--- config.mk ---
export PLATFORM = sky130hd
export DESIGN_NAME = periodic_timer_bank_top_flat
export DESIGN_NICKNAME = d
export VERILOG_FILES = /design/src/hw/rtl/ptb_pkg.sv /design/src/hw/rtl/ptb_if.sv /design/src/hw/rtl/periodic_timer_bank_top.sv /design/src/hw/rtl/ptb_alu.sv /design/src/flat_wrapper.sv
export VERILOG_INCLUDE_DIRS = /design/src /design/src/hw/rtl
export SDC_FILE = /design/constraint.sdc
export NUM_CORES = 2
export LEC_CHECK = 0
export BUFFER_PORTS_ARGS = -buffer_cell sky130_fd_sc_hd__buf_2
export CORE_ASPECT_RATIO = 1.5
export CORE_UTILIZATION = 30
export DETAILED_ROUTE_END_ITERATION = 6
export PLACE_DENSITY = 0.55
export SLEW_MARGIN = 10
export SYNTH_ARGS = -nofsm -noshare
export SYNTH_HDL_FRONTEND = slang
export SYNTH_SLANG_ARGS = --single-unit
--- constraint.sdc ---
create_clock -name clk -period 17.1 [get_ports clk]
set_clock_uncertainty 0.15 [all_clocks]
set_input_delay 5.13 -clock clk [delete_from_list [all_inputs] [get_ports clk]]
set_output_delay 5.13 -clock clk [all_outputs]
set_load 0.03 [all_outputs]
--- src/hw/rtl/periodic_timer_bank_top_defines.svh ---
// ---------------------------------------------------------------------------
// Periodic timer bank assertion macros
// Concurrent checks used at the end of the top level.
// ---------------------------------------------------------------------------
`ifndef PERIODIC_TIMER_BANK_TOP_DEFINES_SVH
`define PERIODIC_TIMER_BANK_TOP_DEFINES_SVH

`ifndef ASSERT_OFF

`define PTB_ASSERT_IMPLY(label, clk, rst, ante, cons) \
  label: assert property (@(posedge clk) disable iff (rst) (ante) |-> (cons)) \
    else $error("periodic timer bank check failed");

`define PTB_ASSERT_NEXT(label, clk, rst, ante, cons) \
  label: assert property (@(posedge clk) disable iff (rst) (ante) |=> (cons)) \
    else $error("periodic timer bank check failed");

`else

`define PTB_ASSERT_IMPLY(label, clk, rst, ante, cons)

`define PTB_ASSERT_NEXT(label, clk, rst, ante, cons)

`endif

`endif

--- src/hw/rtl/ptb_pkg.sv ---
// ---------------------------------------------------------------------------
// Periodic timer bank package
// Widths, register indexes, time constants and shared types.
// ---------------------------------------------------------------------------
`default_nettype none

package ptb_pkg;

  localparam int CHANNELS  = 4;
  localparam int CH_W      = $clog2(CHANNELS);
  localparam int TIME_W    = 56;
  localparam int PERIOD_W  = 16;
  localparam int PUS_W     = 26;
  localparam int SEC_W     = 16;
  localparam int USEC_W    = 20;
  localparam int CFG_IDX_W = 3;
  localparam int CFG_DAT_W = 16;

  // 1000000 = 15625 << 6; floor(x / 15625) = (x * ceil(2^44 / 15625)) >> 44
  // holds for every x below 2^30
  localparam int US_SHIFT  = 6;
  localparam int QX_W      = 30;
  localparam int RECIP_W   = 31;
  localparam int RECIP_SH  = 44;
  localparam int PROD_W    = QX_W + RECIP_W;
  localparam int QM_W      = SEC_W + USEC_W;

  localparam logic [CFG_IDX_W-1:0] CFG_ENABLED = CFG_IDX_W'(CHANNELS);
  localparam logic [PERIOD_W-1:0]  PERIOD_RESET = PERIOD_W'(1000);

  localparam logic              CMD_TICK = 1'b0;
  localparam logic              CMD_ARM  = 1'b1;

  localparam logic [TIME_W-1:0] TIME_MAX  = {TIME_W{1'b1}};
  localparam logic [TIME_W-1:0] US_PER_S  = TIME_W'(64'd1000000);
  localparam logic [TIME_W-1:0] SAT_US    = TIME_W'(64'd65536000000);
  localparam logic [USEC_W-1:0] USEC_MAX  = USEC_W'(64'd999999);
  localparam logic [SEC_W-1:0]  SEC_MAX   = {SEC_W{1'b1}};
  localparam logic [USEC_W-1:0] USEC_PER_S = USEC_W'(64'd1000000);
  localparam logic [RECIP_W-1:0] RECIP_M  = RECIP_W'(64'd1125899907);

  typedef struct packed {
    logic [TIME_W-1:0] a;
    logic [TIME_W-1:0] b;
    logic              sub;
  } alu_req_t;

  // x * 1000 = x * 1024 - x * 16 - x * 8
  function automatic logic [PUS_W-1:0] ms_to_us(input logic [PERIOD_W-1:0] ms);
    logic [PUS_W-1:0] x;
    x = PUS_W'(ms);
    return (x << 10) - (x << 4) - (x << 3);
  endfunction

endpackage

`default_nettype wire

--- src/hw/rtl/ptb_if.sv ---
// ---------------------------------------------------------------------------
// Periodic timer bank channels
// Valid/ready interfaces for command words and result words.
// ---------------------------------------------------------------------------
`default_nettype none

interface ptb_item_if;
  logic                         valid;
  logic                         ready;
  logic                         command;
  logic [1:0]                   channel;
  logic [ptb_pkg::TIME_W-1:0]   now_us;

  modport source (output valid, command, channel, now_us, input ready);
  modport sink   (input valid, command, channel, now_us, output ready);
endinterface

interface ptb_result_if;
  logic                         valid;
  logic                         ready;
  logic [ptb_pkg::CHANNELS-1:0] fire_mask;
  logic                         have_timers;
  logic [ptb_pkg::SEC_W-1:0]    wait_sec;
  logic [ptb_pkg::USEC_W-1:0]   wait_usec;

  modport source (output valid, fire_mask, have_timers, wait_sec, wait_usec, input ready);
  modport sink   (input valid, fire_mask, have_timers, wait_sec, wait_usec, output ready);
endinterface

`default_nettype wire

--- src/hw/rtl/periodic_timer_bank_top.sv ---
// ---------------------------------------------------------------------------
// Periodic timer bank
// Four periodic timers with microsecond deadlines and a next-wait report.
// ---------------------------------------------------------------------------
// item: command (tick or arm), channel, now_us; one word is taken while idle
//   and ready stays low until its result sits in the output register.
// result: fire_mask, have_timers, wait_sec, wait_usec; one word per item,
//   held in the output register until taken.
// Config: cfg_we, cfg_index, cfg_data; indexes 0..3 set the periods in ms,
//   index 4 the enable mask. Write only while idle.
// Accept to result valid runs on one shared 57-bit adder, with a reciprocal
//   multiply for the seconds split: arm is period, add, min scan, diff, range,
//   split and finish; tick is a compare per channel with advance and clamp
//   for each firing one, then the same min scan to finish. A saturated wait,
//   a past deadline or no enabled channel skips the split. Items go one at a
//   time: the next is taken only once the last result sits in the output
//   register. A stalled receiver holds the next item finished in the block, ready low.
// Reset: periods return to 1000 ms, enable mask and deadlines to zero, the
//   output register empties.
// ---------------------------------------------------------------------------
`default_nettype none
`include "periodic_timer_bank_top_defines.svh"

module periodic_timer_bank_top (
  input  wire logic                              clk,
  input  wire logic                              rst,
  input  wire logic                              cfg_we,
  input  wire logic [ptb_pkg::CFG_IDX_W-1:0]     cfg_index,
  input  wire logic [ptb_pkg::CFG_DAT_W-1:0]     cfg_data,
  ptb_item_if.sink                               item,
  ptb_result_if.source                           result
);

  typedef enum logic [3:0] {
    IDLE,
    ARM_P,
    ARM_ADD,
    T_CMP,
    T_ADD,
    T_CLAMP,
    MIN,
    DIFF,
    SAT,
    DIV,
    MOD_SUB,
    FINISH
  } state_t;

  state_t                                state;
  logic [ptb_pkg::CH_W-1:0]              idx;
  logic                                  cmd_q;
  logic [1:0]                            ch_q;
  logic [ptb_pkg::TIME_W-1:0]            now_q;
  logic [ptb_pkg::PUS_W-1:0]             p_us;
  logic [ptb_pkg::TIME_W-1:0]            tmp;
  logic [ptb_pkg::TIME_W-1:0]            earliest;
  logic                                  any;
  logic [ptb_pkg::CHANNELS-1:0]          fired;
  logic [ptb_pkg::TIME_W-1:0]            rem;
  logic [ptb_pkg::SEC_W-1:0]             quo;
  logic [ptb_pkg::TIME_W-1:0]            deadline [ptb_pkg::CHANNELS];
  logic [ptb_pkg::PERIOD_W-1:0]          period_ms [ptb_pkg::CHANNELS];
  logic [ptb_pkg::CHANNELS-1:0]          enabled;

  logic                                  out_valid;
  logic [ptb_pkg::CHANNELS-1:0]          out_fire;
  logic                                  out_have;
  logic [ptb_pkg::SEC_W-1:0]             out_sec;
  logic [ptb_pkg::USEC_W-1:0]            out_usec;

  ptb_pkg::alu_req_t                     alu_req;
  logic [ptb_pkg::TIME_W:0]              alu_res;
  logic                                  carry;
  logic [ptb_pkg::TIME_W-1:0]            alu_val;
  logic                                  last;
  logic [ptb_pkg::PROD_W-1:0]            prod;
  logic [ptb_pkg::QM_W-1:0]              qmul;

  ptb_alu u_alu (
    .req (alu_req),
    .res (alu_res)
  );

  assign carry   = alu_res[ptb_pkg::TIME_W];
  assign alu_val = alu_res[ptb_pkg::TIME_W-1:0];
  assign last    = (idx == ptb_pkg::CH_W'(ptb_pkg::CHANNELS - 1));

  assign prod = ptb_pkg::PROD_W'(rem[ptb_pkg::QX_W+ptb_pkg::US_SHIFT-1:ptb_pkg::US_SHIFT])
                * ptb_pkg::PROD_W'(ptb_pkg::RECIP_M);
  assign qmul = ptb_pkg::QM_W'(quo) * ptb_pkg::QM_W'(ptb_pkg::USEC_PER_S);

  assign item.ready         = (state == IDLE);
  assign result.valid       = out_valid;
  assign result.fire_mask   = out_fire;
  assign result.have_timers = out_have;
  assign result.wait_sec    = out_sec;
  assign result.wait_usec   = out_usec;

  always_comb begin
    alu_req.a   = now_q;
    alu_req.b   = deadline[idx];
    alu_req.sub = 1'b1;
    case (state)
      ARM_ADD: begin
        alu_req.a   = now_q;
        alu_req.b   = ptb_pkg::TIME_W'(p_us);
        alu_req.sub = 1'b0;
      end
      T_ADD: begin
        alu_req.a   = deadline[idx];
        alu_req.b   = ptb_pkg::TIME_W'(p_us);
        alu_req.sub = 1'b0;
      end
      T_CLAMP: begin
        alu_req.a = tmp;
        alu_req.b = now_q;
      end
      MIN: begin
        alu_req.a = deadline[idx];
        alu_req.b = earliest;
      end
      DIFF: begin
        alu_req.a = earliest;
        alu_req.b = now_q;
      end
      SAT: begin
        alu_req.a = rem;
        alu_req.b = ptb_pkg::SAT_US;
      end
      MOD_SUB: begin
        alu_req.a = rem;
        alu_req.b = ptb_pkg::TIME_W'(qmul);
      end
      default: begin
        alu_req.a = now_q;
        alu_req.b = deadline[idx];
      end
    endcase
  end

  always_ff @(posedge clk) begin
    if (rst) begin
      state     <= IDLE;
      out_valid <= 1'b0;
      enabled   <= '0;
      for (int i = 0; i < ptb_pkg::CHANNELS; i++) begin
        period_ms[i] <= ptb_pkg::PERIOD_RESET;
        deadline[i]  <= '0;
      end
    end else begin
      if (cfg_we) begin
        if (cfg_index < ptb_pkg::CFG_ENABLED) begin
          period_ms[cfg_index[ptb_pkg::CH_W-1:0]] <= cfg_data;
        end else if (cfg_index == ptb_pkg::CFG_ENABLED) begin
          enabled <= cfg_data[ptb_pkg::CHANNELS-1:0];
        end
      end

      if (result.valid && result.ready && (state != FINISH)) begin
        out_valid <= 1'b0;
      end

      case (state)
        IDLE: begin
          if (item.valid) begin
            cmd_q <= item.command;
            ch_q  <= item.channel;
            now_q <= item.now_us;
            fired <= '0;
            idx   <= '0;
            state <= (item.command == ptb_pkg::CMD_ARM) ? ARM_P : T_CMP;
          end
        end
        ARM_P: begin
          p_us  <= ptb_pkg::ms_to_us(period_ms[ch_q[ptb_pkg::CH_W-1:0]]);
          state <= ARM_ADD;
        end
        ARM_ADD: begin
          deadline[ch_q[ptb_pkg::CH_W-1:0]] <= carry ? ptb_pkg::TIME_MAX : alu_val;
          idx   <= '0;
          any   <= 1'b0;
          state <= MIN;
        end
        T_CMP: begin
          if (enabled[idx] && !carry) begin
            fired[idx] <= 1'b1;
            p_us       <= ptb_pkg::ms_to_us(period_ms[idx]);
            state      <= T_ADD;
          end else if (last) begin
            idx   <= '0;
            any   <= 1'b0;
            state <= MIN;
          end else begin
            idx <= idx + 1'b1;
          end
        end
        T_ADD: begin
          tmp   <= carry ? ptb_pkg::TIME_MAX : alu_val;
          state <= T_CLAMP;
        end
        T_CLAMP: begin
          deadline[idx] <= carry ? now_q : tmp;
          if (last) begin
            idx   <= '0;
            any   <= 1'b0;
            state <= MIN;
          end else begin
            idx   <= idx + 1'b1;
            state <= T_CMP;
          end
        end
        MIN: begin
          if (enabled[idx]) begin
            any <= 1'b1;
            if (!any || carry) begin
              earliest <= deadline[idx];
            end
          end
          if (last) begin
            state <= DIFF;
          end else begin
            idx <= idx + 1'b1;
          end
        end
        DIFF: begin
          quo <= '0;
          if (!any || carry) begin
            rem   <= '0;
            state <= FINISH;
          end else begin
            rem   <= alu_val;
            state <= SAT;
          end
        end
        SAT: begin
          if (!carry) begin
            quo   <= ptb_pkg::SEC_MAX;
            rem   <= ptb_pkg::TIME_W'(ptb_pkg::USEC_MAX);
            state <= FINISH;
          end else begin
            state <= DIV;
          end
        end
        DIV: begin
          quo   <= prod[ptb_pkg::RECIP_SH+ptb_pkg::SEC_W-1:ptb_pkg::RECIP_SH];
          state <= MOD_SUB;
        end
        MOD_SUB: begin
          rem   <= alu_val;
          state <= FINISH;
        end
        FINISH: begin
          if (!out_valid || result.ready) begin
            out_valid <= 1'b1;
            out_fire  <= (cmd_q == ptb_pkg::CMD_TICK) ? fired : '0;
            out_have  <= any;
            out_sec   <= quo;
            out_usec  <= rem[ptb_pkg::USEC_W-1:0];
            state     <= IDLE;
          end
        end
        default: begin
          state <= IDLE;
        end
      endcase
    end
  end

  `PTB_ASSERT_IMPLY(a_idle_wait_zero, clk, rst, (result.valid && !result.have_timers),
                    ((result.wait_sec == '0) && (result.wait_usec == '0)))
  `PTB_ASSERT_IMPLY(a_usec_range, clk, rst, result.valid, (result.wait_usec <= ptb_pkg::USEC_MAX))
  `PTB_ASSERT_NEXT(a_busy_after_take, clk, rst, (item.valid && item.ready), !item.ready)

endmodule

`default_nettype wire

--- src/hw/rtl/ptb_alu.sv ---
// ---------------------------------------------------------------------------
// Periodic timer bank shared adder
// One wide add or subtract; the top bit is carry on add, borrow on subtract.
// ---------------------------------------------------------------------------
`default_nettype none

module ptb_alu (
  input  ptb_pkg::alu_req_t           req,
  output logic [ptb_pkg::TIME_W:0]    res
);

  logic [ptb_pkg::TIME_W:0] a_ext;
  logic [ptb_pkg::TIME_W:0] b_ext;

  assign a_ext = {1'b0, req.a};
  assign b_ext = {1'b0, req.b};

  always_comb begin
    if (req.sub) begin
      res = a_ext - b_ext;
    end else begin
      res = a_ext + b_ext;
    end
  end

endmodule

`default_nettype wire

--- src/flat_wrapper.sv ---
// flat-port wrapper written by rule: the top's interface ports become plain ports
module periodic_timer_bank_top_flat 
  (clk, rst, cfg_we, cfg_index, cfg_data, item_valid, item_command, item_channel, item_now_us, item_ready, result_valid, result_fire_mask, result_have_timers, result_wait_sec, result_wait_usec, result_ready);
  ptb_item_if item_i ();
  ptb_result_if result_i ();
  input  wire logic clk;
  input  wire logic rst;
  input  wire logic cfg_we;
  input  wire logic [ptb_pkg::CFG_IDX_W-1:0] cfg_index;
  input  wire logic [ptb_pkg::CFG_DAT_W-1:0] cfg_data;
  input wire logic [$bits(item_i.valid)-1:0] item_valid;
  input wire logic [$bits(item_i.command)-1:0] item_command;
  input wire logic [$bits(item_i.channel)-1:0] item_channel;
  input wire logic [$bits(item_i.now_us)-1:0] item_now_us;
  output wire logic [$bits(item_i.ready)-1:0] item_ready;
  output wire logic [$bits(result_i.valid)-1:0] result_valid;
  output wire logic [$bits(result_i.fire_mask)-1:0] result_fire_mask;
  output wire logic [$bits(result_i.have_timers)-1:0] result_have_timers;
  output wire logic [$bits(result_i.wait_sec)-1:0] result_wait_sec;
  output wire logic [$bits(result_i.wait_usec)-1:0] result_wait_usec;
  input wire logic [$bits(result_i.ready)-1:0] result_ready;
  assign item_i.valid = item_valid;
  assign item_i.command = item_command;
  assign item_i.channel = item_channel;
  assign item_i.now_us = item_now_us;
  assign item_ready = item_i.ready;
  assign result_valid = result_i.valid;
  assign result_fire_mask = result_i.fire_mask;
  assign result_have_timers = result_i.have_timers;
  assign result_wait_sec = result_i.wait_sec;
  assign result_wait_usec = result_i.wait_usec;
  assign result_i.ready = result_ready;
  periodic_timer_bank_top u_core (.clk(clk), .rst(rst), .cfg_we(cfg_we), .cfg_index(cfg_index), .cfg_data(cfg_data), .item(item_i), .result(result_i));
endmodule
* Word-level counts from Yosys, hierarchy flattened
Memory sizes are Yosys's and may differ from the RTL's. A register that Yosys moved wholly into a read port is not among the register bits.
Index checks and enable logic that the tools add are counted.
** Storage, ports and cells
- Logic and storage cells :: 154
- Input port bits :: 83
- Memories :: 2
- Bits in writable memories :: 288
- Flip-flop bits (word level) :: 326
** Operators by class
- Mux-type cells :: 64
- $lt $le $gt $ge :: 3
- Bitwise operators :: 3
- Equal/unequal tests :: 23
- $add $sub $neg :: 7
- Reductions and logical operators :: 32
- Multiply operators :: 2
** Memories
- u_core.deadline :: depth 4, bits a word 56, rd ports 1, clocked after Yosys merged registers in 1, wr ports 4, line periodic_timer_bank_top.sv:61 : logic [ptb_pkg::TIME_W-1:0] deadline [ptb_pkg::CHANNELS];
- u_core.period_ms :: depth 4, bits a word 16, rd ports 2, clocked after Yosys merged registers in 2, wr ports 4, line periodic_timer_bank_top.sv:62 : logic [ptb_pkg::PERIOD_W-1:0] period_ms [ptb_pkg::CHANNELS];
** Operators with widths (count)
- 112-bit one-hot mux with 7 select lines :: 1
- 56-bit two-way mux :: 6
- 56-bit one-hot mux with 3 select lines :: 1
- 56-bit OR reduction :: 2
- 30-bit by 31-bit multiplier with 60-bit output, second input constant :: 1
- 56-bit by 56-bit adder with 57-bit output :: 1
- 57-bit two-way mux :: 1
- 56-bit by 56-bit subtractor with 57-bit output :: 1
- 26-bit one-hot mux with 2 select lines :: 1
- 26-bit by 19-bit subtractor with 26-bit output :: 2
- 26-bit by 20-bit subtractor with 26-bit output :: 2
- 16-bit one-hot mux with 3 select lines :: 1
- 4-bit one-hot mux with 12 select lines :: 1
- 16-bit two-way mux :: 2
- 16-bit by 14-bit multiplier with 30-bit output, second input constant :: 1
- 4-bit two-way mux :: 7
- 2-bit two-way mux :: 13
- 26-bit two-way mux :: 1
- 1-bit two-way mux :: 23
- 3-bit AND reduction :: 6
- 4-bit by 3-bit equality test with 1-bit output, second input constant :: 4
- 4-bit equality test, second input constant :: 4
- 4-bit AND reduction :: 4
- 16-bit OR reduction :: 1
- other kinds (31) :: 47

* Depth between registers and ports, before layout
- Depth after elaboration :: 9
- Mapped depth :: 41

* By module
Synthesis repeated with hierarchy kept, for this count alone.
** Second synthesis, totals
- Cells, all modules :: 4957
- Area, all modules :: 52749.3 µm²
** By module, submodules not included
- periodic_timer_bank_top :: cells an instance 4241, seq. area each 18337.6 µm², instances 1, area an instance 48027.3 µm²
- ptb_alu :: cells an instance 716, seq. area each 0.0 µm², instances 1, area an instance 4722.0 µm²

* Worst setup path after synthesis
No wires, ideal clock.
- Path kind :: register -> register
- From :: register u_core.quo[2] in the netlist's numbering
- To :: register u_core.rem[0] in the netlist's numbering (enable)
- Required time :: 16462 ps
- Setup time :: 488 ps
- Path slack :: 4114 ps
- Cell stages (with the launch flop) :: 38
- Arrival time :: 12348 ps
- Cell sequence :: edfxtp_1 inv_1 fa_1 inv_1 fa_1 fa_1 fa_1 ha_1 inv_1 fa_1 inv_1 ha_1 nand2_1 a2111oi_0 a211oi_1 mux2i_1 o21ai_0 or3b_1 [... 2 more ...] nor3_1 or4b_1 clkbuf_1 o21a_1 and2_1 ha_1 inv_1 nor2_1 and3_1 o21ai_0 or4_1 o21ai_1 a22oi_1 o21ai_1 xnor2_1 buf_2 o21ai_0 a21oi_1
** Between the ends
- Cells in the longest elaborated chain, start to end :: 6
** RTL lines
- start: declaration :: line periodic_timer_bank_top.sv:60 : logic [ptb_pkg::SEC_W-1:0] quo;
- start signal: assignment :: line periodic_timer_bank_top.sv:237 : quo <= ptb_pkg::SEC_MAX;
- start signal: assignment :: line periodic_timer_bank_top.sv:245 : quo <= prod[ptb_pkg::RECIP_SH+ptb_pkg::SEC_W-1:ptb_pkg::RECIP_SH];
- 16-bit by 14-bit multiplier with 30-bit output * :: line periodic_timer_bank_top.sv:90 : assign qmul = ptb_pkg::QM_W'(quo) * ptb_pkg::QM_W'(ptb_pkg::USEC_PER_S);
- 112-bit one-hot mux with 7 select lines * :: line periodic_timer_bank_top.sv:103 : case (state)
- 56-bit by 56-bit subtractor with 57-bit output or 56-bit by 56-bit adder with 57-bit output (tied branches) :: line ptb_alu.sv:20, ptb_alu.sv:22
- 57-bit two-way mux * :: line ptb_alu.sv:19 : if (req.sub) begin
- 2-bit != test (no line) *
- 3-bit AND reduction (no line) *
- end signal: assignment :: line periodic_timer_bank_top.sv:231 : rem <= alu_val;
- end signal: assignment :: line periodic_timer_bank_top.sv:238 : rem <= ptb_pkg::TIME_W'(ptb_pkg::USEC_MAX);
- end signal: assignment :: line periodic_timer_bank_top.sv:249 : rem <= alu_val;
- end: declaration :: line periodic_timer_bank_top.sv:59 : logic [ptb_pkg::TIME_W-1:0] rem;
Every way passes the cells marked *; elsewhere a longest branch is shown, timed or not.
A chain may end at the register's enable or synchronous reset.

==> out/qor.csv <==
stage;metric;value;unit
synth;number of enable flip-flop cells after synthesis;602;
worst_setup_path;Crit Path Max Fanout;51;
sta;Hold Violations, Final;0;
clocking;total CTS buffers;69;
hold_path;Hold Path End;u_core.enabled[0];
die;die width;345;um
route;final wirelength;183000;um
sta;maximum clock rate;72.0;MHz
route;drt first pass iters;7;
synth;synthesized net count;6001;
sta;Final Slew Violations;0;
sta;Final setup viols;0;
die;row cnt;188;
synth;Area contributors post-synth;edfxtp_1 34%, fa_1 14%, ha_1 13%, inv_1 5.1%, a21oi_1 3.6%;
sta;worst hold slack;0.357;ns
synth;Mean Syn Cell Area;10.6;um2
final_layout;layout cells sized above 1;10.8;%
worst_setup_path;FF-to-FF End;u_core.deadline[0][44];
sta;Final Cycle Share;81.2;%
global_route;total global-route track usage;20.4;%
final_layout;nets@finish;6054;
die;IO Pins;126;
placed_design;GP Congestion;0.987;
clocking;Post-CTS Hold Buffers;0;
clocking;Clock Tree Buf Depth;3;
clocking;clk root buf;clkbuf_16;
synth;Synth Cell Area;0.0530;mm2
synth;Commonest cells post-synth;715 x inv_1, 602 x edfxtp_1, 546 x ha_1;
route;# DRC;12;
synth;sequential area share after synthesis;34.6;%
sta;min cycle time layout;13.89;ns
route;DRT antenna net count;0;
global_route;grt met1 use;22.8;%
global_route;via count of the first global-routing pass;41500;
worst_setup_path;kind of critical path;reg -> reg;
synth;FF+latch count, synth;615;
hold_path;worst hold start;u_core.enabled[0];
worst_setup_path;Setup crit start kind;flip-flop;
clocking;worst skew pair latency;0.69;ns
worst_setup_path;WP data required;17.46;ns
worst_setup_path;worst reg2reg path startpoint;u_core.quo[2];
global_route;initial antenna violation count;3;
clocking;CTS tree;built;
global_route;Overflow after GRT;0;
synth;most common cell in the synthesized netlist;inv_1;
synth;YS warnings;0;
worst_setup_path;critical path's slowest cell;buf_4;
clocking;setup bufs post-CTS;0;
synth;Most used DFF post-synth;edfxtp_1;
die;core outline area;0.175;mm2
run;max_cap viols;0;
global_route;first-pass GRT wire length;270000;um
worst_setup_path;cells on worst reg2reg path;37;
worst_setup_path;Crit path max-delay family;simple AND/OR/NAND/NOR gates;
route;Avg Vias per Cell;5.39;
synth;Synth Instances;4988;
clocking;post-CTS sizing;0;
die;die area;0.178;mm2
synth;leading area contributor after synthesis;edfxtp_1;
clocking;Clk pin slew, worst setup/hold paths;0.06;ns
sta;Worst Tran Pin Value;1.13;ns
worst_setup_path;crit path capture type;flip-flop;
worst_setup_path;CP peak stage delay;0.88;ns
global_route;GRT Max-Usage Layer;met2;
sta;TNS Setup;0;ns
die;Chip Height;517;um
final_layout;area grow syn2layout;10.5;%
route;drt wl/cell;24.8;um
clocking;Sink Count;615;
sta;RSZ-0062 raised after global routing;false;
synth;FFs w/ async S/R, synth;0;%
worst_setup_path;Buf+Inv Stages, Crit Path;7;
sta;Max-slew headroom;24.3;%
hold_path;Hold Path Depth;2;
run_status;status;complete, but fails checks;
global_route;largest net degree at the start of global routing;65;
worst_setup_path;crit path from;u_core.quo[2];
worst_setup_path;worst reg-to-reg setup slack;3.21;ns
route;DR vias;39700;
route;initial DRC count;3991;
die;Starting Density;30.3;%
run_status;failing checks;design-rule violations;
worst_setup_path;Crit path arrival time;14.25;ns
global_route;met2 Usage GRT;37.5;%
placed_design;final HPWL from detailed placement;137000;um
final_layout;fillcell total;17700;
hold_path;Min-Delay Path Class;reg -> reg;
synth;top cell type's share of synthesized area;34.1;%
synth;distinct cell type count of the synthesized netlist;92;
global_route;GR Util met3;2.99;%
placed_design;IO Port Bufs;125;
clocking;H-tree Lvls;3;
## worst reg2reg max path: cells and delay by family (launching register included)
family	cells	cell delay (ns)
DFF	1	0.53
adders and majority gates	8	3.37
muxes	2	0.95
AOI/OAI and AO/OA	9	2.89
buffers and inverters	7	1.96
and+or+nand+nor	11	3.83
## cell usage in the layout (no fill, tap or decap), types with 70 or more instances in the layout
| cell type | instances |
|---|---|
| xor2_1 | 70 |
| nand2_1 | 380 |
| buf_2 | 125 |
| inv_1 | 715 |
| nor2_1 | 387 |
| fa_1 | 384 |
| a21o_1 | 75 |
| ha_1 | 546 |
| buf_4 | 82 |
| o21ai_0 | 158 |
| xnor2_1 | 101 |
| nand3_1 | 72 |
| clkbuf_16 | 70 |
| edfxtp_1 | 602 |
| mux4_2 | 77 |
| a21oi_1 | 381 |
## cells by family after synthesis
logic type,Yosys count,synth area share [%]
and+or+nand+nor,1156,9.91
AOI/OAI and AO/OA,1003,12.7
DFF,615,34.6
xor gates and xnor gates,172,2.84
buffers and inverters,943,7.07
muxes,169,5.51
adders and majority gates,930,27.4
## per-layer routing
metal  part of all wire [%]  vias to the layer above
met4                    5.5                        0
met5                      0                        -
met3                    6.7                      481
li1                       -                    17700
met2                     51                     1711
met1                     36                    19800
## through the flow
step                cells  instance area [um2]  utilization (%)  setup slack (ns)
CTS                  7374                58600             33.4              3.31
finish               7375                58600             33.4              3.21
floorplan            4988                53000                -              4.11
global route         7375                58600             33.4              2.53
global placement     7250                56300             32.1              3.68
detailed placement   7250                56300             32.1              3.39
## state kept, by name, indices dropped and copies added, names as in the netlist, named ones only
name	flops
u_core.any	1
u_core.ch_q	2
u_core.cmd_q	1
u_core.deadline	224
u_core.earliest	56
u_core.enabled	4
u_core.fired	4
u_core.idx	2
u_core.now_q	56
u_core.p_us	23
u_core.period_ms	64
u_core.quo	16
u_core.rem	56
u_core.result.fire_mask	4
u_core.result.have_timers	1
u_core.result.valid	1
u_core.result.wait_sec	16
u_core.result.wait_usec	20
u_core.state	4
u_core.tmp	56
## worst max-delay path by stage
stage,end,slack (ns),cells after the start
floorplan,u_core.rem[0],4.11,37
global placement,u_core.deadline[0][44],3.68,37
detailed placement,u_core.deadline[0][44],3.39,37
CTS,u_core.deadline[0][44],3.31,37
global route,u_core.deadline[0][44],2.53,37
finish,u_core.deadline[0][44],3.21,37
## layout make-up
type	count	area [um2]	share of cell area [%]
clock inverter	42	405	0.692
tap	2280	2850	4.87
antenna	1	2.50	0.00427
inverter	717	2690	4.60
timing repair buffer	208	1260	2.15
clock buffer	82	1820	3.10
multi-input combinational	3430	31200	53.2
sequential	615	18400	31.3
Power is not shown: default switching activity piles up to over one toggle a cycle in this logic, so the estimate is an artifact.
